===== src/rtl/devicenet_frame_classifier_unit_defines.svh =====
// Assertion macros shared by the DeviceNet frame classifier RTL.
`ifndef DEVICENET_FRAME_CLASSIFIER_UNIT_DEFINES_SVH
`define DEVICENET_FRAME_CLASSIFIER_UNIT_DEFINES_SVH

// Same-cycle implication, checked outside reset.
`define DNFC_ASSERT_IMP(lbl, clk, rst_n, ante, cons, msg) \
    lbl: assert property (@(posedge clk) disable iff (!(rst_n)) (ante) |-> (cons)) \
        else $error(msg);

// Next-cycle implication, checked outside reset.
`define DNFC_ASSERT_NXT(lbl, clk, rst_n, ante, cons, msg) \
    lbl: assert property (@(posedge clk) disable iff (!(rst_n)) (ante) |=> (cons)) \
        else $error(msg);

`endif


===== src/rtl/dnfc_pkg.sv =====
// Types, constants and the identifier decode function of the DeviceNet frame classifier.
package dnfc_pkg;

    localparam logic [10:0] G1_MAX      = 11'h3FF;
    localparam logic [10:0] G2_MAX      = 11'h5FF;
    localparam logic [10:0] G3_MAX      = 11'h7BF;
    localparam logic [10:0] G4_MAX      = 11'h7EF;
    localparam logic [6:0]  SVC_NET_LO  = 7'h4B;
    localparam logic [6:0]  SVC_NET_HI  = 7'h4E;
    localparam logic [5:0]  G4_FIRST    = 6'h2C;
    localparam logic [6:0]  LEN_DUP     = 7'd7;
    localparam logic [6:0]  LEN_HDR     = 7'd1;
    localparam logic [6:0]  LEN_SVC     = 7'd2;

    localparam int S_TDATA_W = 80;
    localparam int S_TUSER_W = 4;
    localparam int M_TDATA_W = 80;

    typedef enum logic [2:0] {
        GRP_NONE = 3'd0,
        GRP_1    = 3'd1,
        GRP_2    = 3'd2,
        GRP_3    = 3'd3,
        GRP_4    = 3'd4
    } group_t;

    typedef enum logic [2:0] {
        DET_NONE    = 3'd0,
        DET_DUP_MAC = 3'd1,
        DET_G3_HDR  = 3'd2,
        DET_G3_FRAG = 3'd3,
        DET_G3_SVC  = 3'd4
    } detail_t;

    typedef enum logic [2:0] {
        G3K_GENERIC = 3'd0,
        G3K_RESP    = 3'd1,
        G3K_REQ     = 3'd2,
        G3K_INVALID = 3'd3
    } g3_kind_t;

    typedef struct packed {
        logic [55:0] payload_head;
        logic [6:0]  payload_len;
        logic        fd_frame;
        logic        error_frame;
        logic        remote_frame;
        logic        ext_frame;
        logic [10:0] frame_id;
    } frame_t;

    typedef struct packed {
        logic        network_specific_service;
        logic [31:0] serial_number;
        logic [15:0] vendor_id;
        logic [6:0]  low_seven;
        logic        response_flag;
        logic        xid_flag;
        logic [5:0]  dest_mac;
        logic [2:0]  detail_kind;
        logic [5:0]  source_mac;
        logic [2:0]  message_kind;
        logic [2:0]  group;
        logic        accepted;
    } result_t;

    function automatic result_t decode(frame_t f);
        result_t    r;
        logic [10:0] id;
        logic [7:0]  b0;
        logic [7:0]  b1;
        logic        pay_ok;
        r      = '0;
        id     = f.frame_id;
        b0     = f.payload_head[7:0];
        b1     = f.payload_head[15:8];
        pay_ok = !f.fd_frame;
        if (!(f.ext_frame || f.remote_frame || f.error_frame)) begin
            r.accepted = 1'b1;
            if (id <= G1_MAX) begin
                r.group      = GRP_1;
                r.source_mac = id[5:0];
                if (id[9:8] == 2'b11) begin
                    r.message_kind = {1'b0, id[7:6]} + 3'd1;
                end
            end else if (id <= G2_MAX) begin
                r.group        = GRP_2;
                r.message_kind = id[2:0];
                r.source_mac   = id[8:3];
                if (id[2:0] == 3'd7 && pay_ok && f.payload_len >= LEN_DUP) begin
                    r.detail_kind   = DET_DUP_MAC;
                    r.response_flag = b0[7];
                    r.low_seven     = b0[6:0];
                    r.vendor_id     = f.payload_head[23:8];
                    r.serial_number = f.payload_head[55:24];
                end
            end else if (id <= G3_MAX) begin
                r.group      = GRP_3;
                r.source_mac = id[5:0];
                case (id[8:6])
                    3'd5:    r.message_kind = G3K_RESP;
                    3'd6:    r.message_kind = G3K_REQ;
                    3'd7:    r.message_kind = G3K_INVALID;
                    default: r.message_kind = G3K_GENERIC;
                endcase
                if (pay_ok && f.payload_len >= LEN_HDR) begin
                    r.dest_mac = b0[5:0];
                    r.xid_flag = b0[6];
                    if (b0[7]) begin
                        r.detail_kind = DET_G3_FRAG;
                    end else if (f.payload_len >= LEN_SVC) begin
                        r.detail_kind   = DET_G3_SVC;
                        r.response_flag = b1[7];
                        r.low_seven     = b1[6:0];
                        r.network_specific_service =
                            (b1[6:0] >= SVC_NET_LO) && (b1[6:0] <= SVC_NET_HI);
                    end else begin
                        r.detail_kind = DET_G3_HDR;
                    end
                end
            end else if (id <= G4_MAX) begin
                r.group = GRP_4;
                if (id[5:2] == G4_FIRST[5:2]) begin
                    r.message_kind = {1'b0, id[1:0]} + 3'd1;
                end
            end else begin
                r.group = GRP_NONE;
            end
        end
        return r;
    endfunction

endpackage


===== src/rtl/devicenet_frame_classifier_unit.sv =====
// Top level of the DeviceNet frame classifier: input register, decode, result register.
//
// Input stream (s_axis): one beat carries one received CAN frame. tdata holds the
// identifier, payload length and payload bytes 0..6; tuser holds the frame flags.
// Result stream (m_axis): one beat per input beat, in the same order. tuser bit 0
// is the accepted flag; tdata holds the group, kinds, MAC IDs and unpacked payload.
// Extended, remote and error frames produce a result with accepted low and all
// other fields zero.
// A beat is held in the input register, then the decode of its frame is registered into
// the result register, from which the result is presented. Throughput is one beat
// per cycle while the receiver keeps m_axis_tready high.
// When the receiver holds m_axis_tready low, the result register holds its beat,
// the input register fills behind it, and s_axis_tready drops only when both
// are occupied; no beat is lost or repeated.
// Reset (aresetn low at a rising edge) empties both registers; s_axis_tready is
// high again in the first cycle after reset.
`include "devicenet_frame_classifier_unit_defines.svh"

module devicenet_frame_classifier_unit (
    input  logic                             aclk,
    input  logic                             aresetn,
    input  logic                             s_axis_tvalid,
    output logic                             s_axis_tready,
    // frame_id[10:0], payload_len[17:11], payload_head[73:18], zero fill
    input  logic [dnfc_pkg::S_TDATA_W-1:0]   s_axis_tdata,
    // ext_frame[0], remote_frame[1], error_frame[2], fd_frame[3]
    input  logic [dnfc_pkg::S_TUSER_W-1:0]   s_axis_tuser,
    output logic                             m_axis_tvalid,
    input  logic                             m_axis_tready,
    // group[2:0], message_kind[5:3], source_mac[11:6], detail_kind[14:12],
    // dest_mac[20:15], xid_flag[21], response_flag[22], low_seven[29:23],
    // vendor_id[45:30], serial_number[77:46], network_specific_service[78], zero fill
    output logic [dnfc_pkg::M_TDATA_W-1:0]   m_axis_tdata,
    // accepted[0]
    output logic [0:0]                       m_axis_tuser
);

    logic               in_valid_reg;
    logic               in_valid_next;
    dnfc_pkg::frame_t   in_frame_reg;
    logic               out_valid_reg;
    logic               out_valid_next;
    dnfc_pkg::result_t  out_res_reg;
    dnfc_pkg::result_t  dec_res;
    logic               advance;
    logic               s_fire;

    // The result register takes a new beat when it is empty or being drained.
    assign advance       = !out_valid_reg || m_axis_tready;
    assign s_axis_tready = !in_valid_reg || advance;
    assign s_fire        = s_axis_tvalid && s_axis_tready;

    assign dec_res = dnfc_pkg::decode(in_frame_reg);

    always_comb begin
        in_valid_next  = in_valid_reg;
        out_valid_next = out_valid_reg;
        if (advance) begin
            out_valid_next = in_valid_reg;
        end
        if (s_axis_tready) begin
            in_valid_next = s_axis_tvalid;
        end
    end

    always_ff @(posedge aclk) begin
        if (!aresetn) begin
            in_valid_reg  <= 1'b0;
            out_valid_reg <= 1'b0;
        end else begin
            in_valid_reg  <= in_valid_next;
            out_valid_reg <= out_valid_next;
        end
    end

    always_ff @(posedge aclk) begin
        if (s_fire) begin
            in_frame_reg.frame_id     <= s_axis_tdata[10:0];
            in_frame_reg.payload_len  <= s_axis_tdata[17:11];
            in_frame_reg.payload_head <= s_axis_tdata[73:18];
            in_frame_reg.ext_frame    <= s_axis_tuser[0];
            in_frame_reg.remote_frame <= s_axis_tuser[1];
            in_frame_reg.error_frame  <= s_axis_tuser[2];
            in_frame_reg.fd_frame     <= s_axis_tuser[3];
        end
        if (advance && in_valid_reg) begin
            out_res_reg <= dec_res;
        end
    end

    assign m_axis_tvalid = out_valid_reg;
    assign m_axis_tuser  = out_res_reg.accepted;
    assign m_axis_tdata  = {1'b0, out_res_reg[$bits(dnfc_pkg::result_t)-1:1]};

    `DNFC_ASSERT_IMP(a_reject_zero, aclk, aresetn,
        m_axis_tvalid && !out_res_reg.accepted, m_axis_tdata == '0,
        "rejected frame carries nonzero fields")
    `DNFC_ASSERT_IMP(a_detail_group, aclk, aresetn,
        m_axis_tvalid && out_res_reg.detail_kind != dnfc_pkg::DET_NONE,
        out_res_reg.group == dnfc_pkg::GRP_2 || out_res_reg.group == dnfc_pkg::GRP_3,
        "payload detail outside groups 2 and 3")
    `DNFC_ASSERT_IMP(a_g4_no_mac, aclk, aresetn,
        m_axis_tvalid && (out_res_reg.group == dnfc_pkg::GRP_4 ||
                          out_res_reg.group == dnfc_pkg::GRP_NONE),
        out_res_reg.source_mac == 6'd0,
        "source MAC set for group 4 or unclassified frame")
    `DNFC_ASSERT_NXT(a_in_capture, aclk, aresetn,
        s_fire, in_valid_reg,
        "accepted beat not held in input register")

endmodule

===== config.mk =====
export PLATFORM = sky130hd
export DESIGN_NAME = devicenet_frame_classifier_unit
export DESIGN_NICKNAME = d
export VERILOG_FILES = /design/src/rtl/dnfc_pkg.sv /design/src/rtl/devicenet_frame_classifier_unit.sv
export VERILOG_INCLUDE_DIRS = /design/src /design/src/rtl
export SDC_FILE = /design/constraint.sdc
export NUM_CORES = 1
export LEC_CHECK = 0
export BUFFER_PORTS_ARGS = -buffer_cell sky130_fd_sc_hd__clkbuf_2
export CORE_MARGIN = 4
export CORE_UTILIZATION = 25
export CTS_CLUSTER_SIZE = 8
export DETAILED_ROUTE_END_ITERATION = 7
export PLACE_DENSITY = 0.47
export SLEW_MARGIN = 20
export SYNTH_ARGS = -nofsm -noshare
export SYNTH_HDL_FRONTEND = slang
export SYNTH_SLANG_ARGS = --single-unit

===== constraint.sdc =====
create_clock -name aclk -period 15.86 [get_ports aclk]
set_clock_uncertainty 0.05 [all_clocks]
set_input_delay 3.172 -clock aclk [delete_from_list [all_inputs] [get_ports aclk]]
set_output_delay 3.172 -clock aclk [all_outputs]
set_load 0.02 [all_outputs]

==> flow_summary_export.csv, run 1 <==
group,metric,value,unit
synthesis,syn_area,5860,um^2
clock_tree,clkTransAtPathRegs,0.07,ns
critical_path,r2r_start,"in_frame_reg[6]$_DFFE_PP_",
place,gp_congestion,0.851,
synthesis,syn_inst,315,
detailed_routing,drc,0,
clock_tree,ctsHoldBuffers,0,
synthesis,synth_top_family_by_area,"simple AND/OR/NAND/NOR gates",
min_path,min-delay-start,"in_frame_reg[43]$_DFFE_PP_",
sta,setup_viol,0,
critical_path,crit_buf_inv,2,
layout,fill_cells,2315,
detailed_routing,viasPerCell,4.03,
critical_path,path_delay_family,"simple AND/OR/NAND/NOR gates",
pwr,power_density,122,nW/um^2
place,placedCellCount,785,
pwr,netSwitchingPower,0.219,mW
synthesis,yosysTopAreaCell,"edfxtp_1",
pwr,internal_power,0.710,mW
layout,final_cell_mix,"clkbuf_2 (163), edfxtp_1 (158), and2_1 (52), clkbuf_16 (17), and3_1 (11)",
floorplan,placementRows,55,
layout,largest_reg_flops,79,
clock_tree,insertion_delay,0.42,ns
pwr,p_leak,2.90,nW
sta,slew_headroom,0.272,
global_route,grt_pass1_vias,3445,
layout,final_nets,584,
pwr,power.share.clock,0.407,
status,outcome,"finished, final reports clean",
sta,finalCritPeriodShare,0.446,
sta,hold_violations,0,
global_route,globalRoute.totalOverflow,0,
clock_tree,cts_tree,"built",
clock_tree,clock_path_buffers,2,
global_route,antenna_found_initial,1,
global_route,grt_use_met1,0.123,
critical_path,ff2ff_path_depth,8,
floorplan,die_w,161,um
detailed_routing,vias,3296,
synthesis,synthMuxAreaShare,0.00171,
synthesis,synth-compound-area-share,0.0511,
min_path,holdPathStages,1,
synthesis,synth_seq_area_share,0.817,
critical_path,crit_path_max_incr_delay,0.29,ns
detailed_routing,drt-total-wl,12800,um
clock_tree,post_cts_resized,0,
synthesis,yosys_warnings,0,
place,hpwl,8860,um
synthesis,ys_async_sr_fraction,0,
global_route,met3_usage,0.0403,
sta,hold_slack,0.467,ns
global_route,busiest_layer,"met2",
synthesis,syn-num-nets,407,
synthesis,netlist.area_leader.share,0.810,
global_route,grt_pass1_wl,19800,um
critical_path,cp-end-kind,"output port",
floorplan,start_util,0.256,
pwr,ir_worst_vdd,0.0000571,V
synthesis,syn_avg_cell_area,18.6,um^2
place,io_buffers,163,
synthesis,synthAdderAreaFrac,0.00855,
clock_tree,postCtsSetupRepairBufs,0,
critical_path,crit_top_cell,"clkbuf_2",
critical_path,crit_type,"input pin to output port",
layout,antennaDiodeCount,0,
synthesis,synthSimpleGateAreaFrac,0.105,
clock_tree,h-tree-depth,4,
synthesis,synth.area.top_cells,"edfxtp_1 (81%), and2_1 (5.7%), a22o_1 (1.5%)",
critical_path,start_kind,"input pin",
synthesis,yosys_register_bits,160,
place,preCtsSetupSlack,8.78,ns
synthesis,synth_xor_area_frac,0.00150,
critical_path,worstPathMaxFanout,4,
critical_path,worstPathRequired,12.64,ns
global_route,grt_max_degree,81,
min_path,whs_endpoint,"m_axis_tdata[43]$_SDFFCE_PP0P_",
critical_path,rr_endpoint,"m_axis_tdata[42]$_SDFFCE_PP0P_",
pwr,power_frac_seq,0.536,
clock_tree,cts_num_sinks,160,
pwr,sw_frac_of_total,0.236,
layout,syn_to_final_growth,29.7,%
critical_path,crit_chain,"clkbuf_2, nor2b_1, nand2_1, clkbuf_2",
pwr,combPwrFrac,0.057,
sta,finalCriticalPeriod,7.07,ns
layout,final_cells,818,
detailed_routing,dr.pass1.iters,4,
floorplan,die_h,161,um
synthesis,synth_cell_types,46,
flow_run,cap_viol_max_count,0,
detailed_routing,ant_nets,0,
floorplan,die_area,25900,um^2
critical_path,cp.arrival,3.85,ns
global_route,grt_use_met2,0.159,
floorplan,ios,171,
sta,finalWorstSetupSlack,8.79,ns
clock_tree,cts_buffers,17,
layout,utilization,0.332,
critical_path,critical_path_depth,4,
critical_path,r2r_slack,13.31,ns
sta,rsz0062_at_grt,"false",
floorplan,core_area,22800,um^2
layout,mostFrequentLayoutCell,"clkbuf_2",
min_path,hold_class,"flip-flop to flip-flop",
sta,drv_slew,0,
synthesis,synth-edff-count,158,
detailed_routing,wl_per_cell,15.6,um
layout,drive_above_1_share,0.404,
global_route,track_usage,0.0993,
synthesis,synth-main-ff-cell,"edfxtp_1",
sta,tightest_slew,1.09,ns
detailed_routing,dr.first_iter.drc_count,227,
clock_tree,cts_root_buffer,"clkbuf_16",
critical_path,slowest_stage,"nor2b_1",
sta,fin_tns_setup,0,ns
sta,max_freq,0.141,GHz
==> Yosys cell counts (all sizes together) (3+ instances only) <==
master  number
ha           4
edfxtp     158
and3        11
o21ai        5
clkbuf       4
and4         3
a32o         4
inv          3
nand2        7
nor2         4
a21oi        3
buf          6
and2        53
a22o        10
nor2b        6
nand3        3
a31oi        3
==> stage by stage <==
step | power, mW | instance area [um^2]
3_3_place_gp | 0.560 | 7010
4_1_cts | 0.945 | 7560
5_1_grt | 0.970 | 7590
6_report | 0.929 | 7590
3_5_place_dp | 0.561 | 7030
2_1_floorplan | 0.533 | 5860
==> power groups by stage <==
| stage | clock [mW] | combinational (mW) | sequential (mW) |
|---|---|---|---|
| global placement | 0 | 0.0526 | 0.507 |
| detailed placement | 0 | 0.0534 | 0.508 |
| global route | 0.412 | 0.0576 | 0.500 |
| floorplan | 0 | 0.0134 | 0.520 |
| finish | 0.378 | 0.0531 | 0.498 |
| CTS | 0.393 | 0.0535 | 0.499 |
==> per-layer routing <==
metal / wire length, um / part of all wire
met1: 5720 / 0.45
met2: 6100 / 0.48
met3: 802 / 0.063
met4: 139 / 0.011
met5: 13 / 0.0010
==> final cells by class <==
cell class / count / area [um^2] / share of cell area
clock buffer: 18 / 429 / 0.0565
inverter: 3 / 11.3 / 0.00148
tap: 313 / 392 / 0.0516
timing repair buffer: 168 / 873 / 0.115
multi-input combinational: 142 / 995 / 0.131
clock inverter: 14 / 108 / 0.0142
sequential: 160 / 4780 / 0.630
==> cells by family (layout without fill, tap and decap cells) <==
group                    Yosys count  after routing
other                              1              1
adder cells (fa/ha/maj)            4              4
AO/OA/AOI/OAI                     38             38
AND/OR/NAND/NOR                   97             97
XOR/XNOR                           1              1
multiplexers                       1              1
flip-flops                       160            160
buffers and inverters             13            203
==> worst max path at each step <==
stage	to	slack (ns)	startpoint
global placement	s_axis_tready	8.81	m_axis_tready
floorplan	m_axis_tdata[0]$_SDFFCE_PN0P_	8.48	m_axis_tready
CTS	s_axis_tready	8.78	m_axis_tready
global route	s_axis_tready	8.74	m_axis_tready
finish	s_axis_tready	8.79	m_axis_tready
detailed placement	s_axis_tready	8.78	m_axis_tready
Power figures use the tool's default switching activity.
==> inputs of run 2 (changes only) <==
--- a/config.mk
+++ b/config.mk
@@ -6,6 +6,7 @@
 export SDC_FILE = /design/constraint.sdc
 export NUM_CORES = 1
 export LEC_CHECK = 0
+export ABC_AREA = 1
 export BUFFER_PORTS_ARGS = -buffer_cell sky130_fd_sc_hd__clkbuf_2
 export CORE_MARGIN = 4
 export CORE_UTILIZATION = 25
==> constraint.sdc (replaced) <==
create_clock -name aclk -period 6.9 [get_ports aclk]
set_clock_uncertainty 0.05 [all_clocks]
set_input_delay 1.38 -clock aclk [delete_from_list [all_inputs] [get_ports aclk]]
set_output_delay 1.38 -clock aclk [all_outputs]
set_load 0.02 [all_outputs]
==> flow_summary_export.csv, run 2 <==
group,metric,value,unit
status,outcome,"finished, final reports clean",
clock_tree,clkTransAtPathRegs,0.07,ns
synthesis,yosysTopAreaCell,"edfxtp_1",
detailed_routing,drt-total-wl,14200,um
sta,finalWorstSetupSlack,3.58,ns
detailed_routing,top_layer,"met5",
clock_tree,ctsHoldBuffers,0,
global_route,grt_pass1_wl,22400,um
floorplan,die_area,27400,um^2
critical_path,worstPathRequired,5.47,ns
pwr,power.total,2.15,mW
synthesis,synth-edff-count,158,
sta,finalCriticalPeriod,3.32,ns
synthesis,synth_seq_area_share,0.772,
synthesis,syn-num-nets,549,
layout,final_nets,727,
detailed_routing,dr.first_iter.drc_count,320,
detailed_routing,wl_met2,6790,um
sta,max_freq,0.301,GHz
layout,final_cells,972,
place,gp_congestion,0.870,
global_route,antenna_found_initial,3,
detailed_routing,wl_met1,5870,um
clock_tree,cts_root_buffer,"clkbuf_16",
clock_tree,clock_path_buffers,2,
synthesis,synth-main-ff-cell,"edfxtp_1",
sta,fin_tns_setup,0,ns
floorplan,start_util,0.255,
global_route,track_usage,0.107,
layout,antennaDiodeCount,0,
detailed_routing,drc,0,
layout,largest_reg_flops,79,
floorplan,ios,171,
min_path,min-delay-start,"in_valid_reg$_SDFFE_PN0N_",
sta,hold_slack,0.476,ns
place,dpl_cell_area,7400,um^2
clock_tree,postCtsSetupRepairBufs,0,
critical_path,cp.arrival,1.89,ns
layout,drive_above_1_share,0.347,
clock_tree,insertion_delay,0.42,ns
detailed_routing,routed-wl-met3,1310,um
pwr,ir_worst_vdd,0.000117,V
floorplan,core_area,24300,um^2
synthesis,syn_area,6200,um^2
pwr,power_density,270,nW/um^2
sta,hold_violations,0,
critical_path,critical_path.startpoint,"m_axis_tready",
layout,mostFrequentLayoutCell,"clkbuf_2",
detailed_routing,ant_nets,0,
layout,syn_to_final_growth,28.5,%
sta,setup_viol,0,
sta,finalCritPeriodShare,0.481,
layout,utilization,0.327,
detailed_routing,dr.pass1.iters,4,
sta,rsz0062_at_grt,"false",
synthesis,netlist.area_leader.share,0.766,
synthesis,yosys_warnings,0,
sta,slew_headroom,0.437,
global_route,globalRoute.totalOverflow,0,
synthesis,yosysMostFrequentCell,"edfxtp_1",
clock_tree,cts_tree,"built",
flow_run,cap_viol_max_count,0,
layout,final_cell_mix,"clkbuf_2 (163), edfxtp_1 (158), inv_1 (78), nor2_1 (68), nand2_1 (57)",
detailed_routing,viasPerCell,4.02,
place,placedCellCount,940,
layout,fin_area,7960,um^2
global_route,grt_max_degree,64,
critical_path,crit_type,"input pin to output port",
floorplan,placementRows,57,
clock_tree,cts_buffers,17,
synthesis,ys_async_sr_fraction,0,
place,hpwl,10200,um
detailed_routing,vias,3903,
clock_tree,post_cts_resized,0,
sta,tightest_slew,0.845,ns
synthesis,synthTopCellsByCount,"edfxtp_1 (158), inv_1 (79), nor2_1 (68)",
global_route,grt_pass1_vias,4221,
synthesis,synth_cell_types,30,
floorplan,die_w,165,um
clock_tree,h-tree-depth,4,
floorplan,die_h,165,um
place,preCtsSetupSlack,3.48,ns
place,io_buffers,163,
critical_path,worstPathMaxFanout,3,
synthesis,syn_inst,457,
sta,drv_slew,0,
critical_path,cp-end-kind,"output port",
min_path,hold_class,"flip-flop to flip-flop",
synthesis,synth.area.top_cells,"edfxtp_1 (77%), inv_1 (4.8%), nor2_1 (4.1%)",
detailed_routing,wl_per_cell,14.6,um
critical_path,r2r_start,"in_frame_reg[0]$_DFFE_PP_",
clock_tree,cts_num_sinks,160,
critical_path,start_kind,"input pin",
synthesis,syn_avg_cell_area,13.6,um^2
pwr,p_leak,3.46,nW
synthesis,yosys_register_bits,160,
## run 2: cell types whose count changed in the layout (fill, tap and decap cells not counted), sizes merged, moves of 3 or more
| cell | before | now |
|---|---|---|
| nand3 | 3 | 33 |
| nand2 | 7 | 62 |
| and4 | 3 | 0 |
| and3 | 11 | 0 |
| and2 | 53 | 0 |
| nor2b | 6 | 0 |
| nor2 | 4 | 83 |
| a21oi | 3 | 6 |
| a22o | 10 | 0 |
| nand4 | 1 | 4 |
| inv | 8 | 84 |
| a32o | 4 | 0 |
| nor3 | 0 | 6 |
## run 2: final timing paths
| check | end | slack [ns] | cells after the start |
|---|---|---|---|
| worst max-delay path | s_axis_tready | 3.58 | 4 |
| worst min-delay path | m_axis_tvalid$_SDFFE_PN0P_ | 0.48 | 2 |
| worst max register to register | m_axis_tdata[12]$_SDFFCE_PP0P_ | 4.29 | 12 |
| worst min register to register | m_axis_tvalid$_SDFFE_PN0P_ | 0.48 | 2 |
## run 2: cells by family (layout without fill, tap and decap cells)
group | after synthesis | count (layout) | synth area share
buffers and inverters | 88 | 279 | 0.0577
and+or+nand+nor | 192 | 192 | 0.151
AOI/OAI and AO/OA | 12 | 12 | 0.0105
DFF | 160 | 160 | 0.772
other | 1 | 1 | 0.000605
adders and majority gates | 4 | 4 | 0.00808
## run 2: per-layer routing
metal / vias to the layer above / global-route usage
met5: - / 0
met4: 6 / 0.0379
met3: 19 / 0.0370
met2: 158 / 0.176
met1: 1836 / 0.132
li1: 1884 / -
## run 2: power breakdown
group | leakage [nW] | switching [mW] | internal [mW]
clock network | 0.262 | 0.403 | 0.503
registers | 1.61 | 0.0180 | 1.11
logic | 1.58 | 0.0789 | 0.0364
## run 2: worst max-delay path, stage by stage
cell and delay (ns):
clkbuf_2 0.08, inv_1 0.11, nand3_1 0.13, clkbuf_2 0.19
## run 2: area by class of cell
class / instances / area, um^2
sequential: 160 / 4780
timing repair buffer: 166 / 838
fill: 2473 / 16400
clock buffer: 18 / 429
inverter: 81 / 307
clock inverter: 14 / 133
multi-input combinational: 209 / 1070
tap: 324 / 405
==> inputs of run 3 (changes only) <==
--- a/config.mk
+++ b/config.mk
@@ -6,7 +6,7 @@
 export SDC_FILE = /design/constraint.sdc
 export NUM_CORES = 1
 export LEC_CHECK = 0
-export ABC_AREA = 1
+export ABC_AREA = 0
 export BUFFER_PORTS_ARGS = -buffer_cell sky130_fd_sc_hd__clkbuf_2
 export CORE_MARGIN = 4
 export CORE_UTILIZATION = 25
==> constraint.sdc (replaced) <==
create_clock -name aclk -period 3.3 [get_ports aclk]
set_clock_uncertainty 0.05 [all_clocks]
set_input_delay 0.66 -clock aclk [delete_from_list [all_inputs] [get_ports aclk]]
set_output_delay 0.66 -clock aclk [all_outputs]
set_load 0.02 [all_outputs]
==> flow_summary_export.csv, run 3 (synthesized netlist as in run 1, its figures left out) <==
group,metric,value,unit
pwr,power.share.clock,0.457,
clock_tree,cts_num_sinks,160,
pwr,netSwitchingPower,1.02,mW
critical_path,r2r_slack,0.81,ns
critical_path,crit_type,"flip-flop to flip-flop",
critical_path,rr_endpoint,"m_axis_tdata[25]$_SDFFCE_PP0P_",
layout,fill_cells,2269,
sta,hold_violations,0,
pwr,combPwrFrac,0.054,
min_path,whs_endpoint,"in_frame_reg[53]$_DFFE_PP_",
flow_run,cap_viol_max_count,0,
pwr,p_leak,2.99,nW
pwr,power_frac_seq,0.489,
floorplan,die_h,161,um
detailed_routing,viasPerCell,4.01,
place,io_buffers,163,
critical_path,worstPathMaxFanout,57,
clock_tree,postCtsSetupRepairBufs,0,
place,gp_congestion,0.817,
place,preCtsSetupSlack,0.838,ns
sta,finalCriticalPeriod,2.49,ns
detailed_routing,wl_per_cell,15.7,um
global_route,grt_pass1_vias,3530,
global_route,globalRoute.totalOverflow,0,
layout,syn_to_final_growth,32.8,%
sta,finalWorstSetupSlack,0.806,ns
clock_tree,post_cts_resized,0,
global_route,grt_max_degree,58,
critical_path,worstPathRequired,3.41,ns
pwr,internal_power,3.87,mW
min_path,holdPathStages,1,
critical_path,start_kind,"flip-flop",
sta,slew_headroom,0.495,
detailed_routing,dr.pass1.iters,4,
sta,drv_slew,0,
sta,tightest_slew,0.756,ns
pwr,ir_worst_vdd,0.000247,V
layout,fin_area,7770,um^2
critical_path,cp.arrival,2.61,ns
sta,max_freq,0.401,GHz
min_path,min-delay-start,"s_axis_tdata[49]",
clock_tree,clkTransAtPathRegs,0.07,ns
sta,setup_viol,0,
clock_tree,cts_tree,"built",
place,hpwl,9180,um
place,dpl_cell_area,7110,um^2
layout,final_cells,821,
layout,final_cell_mix,"clkbuf_2 (163), edfxtp_1 (158), and2_1 (52), clkbuf_16 (17), and3_1 (11)",
sta,rsz0062_at_grt,"false",
layout,antennaDiodeCount,0,
layout,largest_reg_flops,79,
sta,finalCritPeriodShare,0.756,
critical_path,cp-end-kind,"flip-flop",
clock_tree,clock_path_buffers,2,
layout,final_nets,587,
floorplan,core_area,22800,um^2
layout,drive_above_1_share,0.407,
floorplan,ios,171,
floorplan,placementRows,55,
clock_tree,h-tree-depth,4,
critical_path,r2r_start,"in_frame_reg[6]$_DFFE_PP_",
status,outcome,"finished, final reports clean",
min_path,hold_class,"input pin to flip-flop",
clock_tree,cts_buffers,17,
global_route,antenna_found_initial,0,
layout,mostFrequentLayoutCell,"clkbuf_2",
place,placedCellCount,789,
sta,hold_slack,0.364,ns
clock_tree,cts_root_buffer,"clkbuf_16",
clock_tree,ctsHoldBuffers,0,
global_route,track_usage,0.101,
pwr,sw_frac_of_total,0.208,
floorplan,die_area,25900,um^2
clock_tree,insertion_delay,0.42,ns
detailed_routing,ant_nets,0,
detailed_routing,drc,0,
detailed_routing,drt-total-wl,12900,um
global_route,grt_pass1_wl,20000,um
detailed_routing,dr.first_iter.drc_count,209,
floorplan,die_w,161,um
pwr,power_density,629,nW/um^2
detailed_routing,vias,3294,
critical_path,ff2ff_path_depth,7,
floorplan,start_util,0.256,
-- run 3: changes by cell type in the layout (fill, tap and decap cells not counted), moves of 10 or more --
cell and change:
inv_1 -75, nor2_1 -64, and2_1 +52, nand2_1 -50, nand3_1 -29, nor2_4 -14, and3_1 +11, a22o_1 +10
-- run 3: worst max path at each step --
stage	start	endpoint
after floorplan	m_axis_tready	in_frame_reg[0]$_DFFE_PP_
after global placement	in_frame_reg[6]$_DFFE_PP_	m_axis_tdata[22]$_SDFFCE_PP0P_
after detailed placement	in_frame_reg[6]$_DFFE_PP_	m_axis_tdata[25]$_SDFFCE_PP0P_
after CTS	in_frame_reg[6]$_DFFE_PP_	m_axis_tdata[25]$_SDFFCE_PP0P_
after global routing	in_frame_reg[6]$_DFFE_PP_	m_axis_tdata[24]$_SDFFCE_PP0P_
final	in_frame_reg[6]$_DFFE_PP_	m_axis_tdata[25]$_SDFFCE_PP0P_
-- run 3: critical path: stages (launching register included) --
cell and delay (ns):
edfxtp_1 0.52, ha_1 0.30, a21boi_1 0.19, and4_4 0.26
mux2i_1 0.34, nor4b_4 0.10, buf_12 0.18, a22o_1 0.26
-- run 3: through the flow --
step | utilization | setup TNS, ns | power (mW)
after floorplan | - | -0.00908 | 2.56
after global placement | 0.311 | 0 | 2.70
after detailed placement | 0.311 | 0 | 2.71
after CTS | 0.340 | 0 | 4.97
after global routing | 0.340 | 0 | 5.09
final | 0.340 | 0 | 4.89
-- run 3: power by group through the flow --
stage	Sequential, mW	Clock [mW]	Combinational, mW
finish	2.39	2.24	0.262
global route	2.41	2.40	0.284
CTS	2.40	2.30	0.269
detailed placement	2.44	0	0.269
global placement	2.44	0	0.265
floorplan	2.49	0	0.0653
-- run 3: layout make-up --
| type | count | area (um^2) | area share |
|---|---|---|---|
| sequential | 160 | 4780 | 0.615 |
| multi-input combinational | 142 | 995 | 0.128 |
| timing repair buffer | 171 | 926 | 0.119 |
| clock buffer | 19 | 433 | 0.0557 |
| tap | 313 | 392 | 0.0504 |
| clock inverter | 13 | 233 | 0.0299 |
| inverter | 3 | 11.3 | 0.00145 |
-- run 3: metal layers --
layer,global-route usage,part of all wire,vias up
li1,-,-,1579
met3,0.0388,0.075,10
met4,0.0384,0.014,0
met1,0.122,0.42,1578
met2,0.164,0.49,127
met5,0,0,-
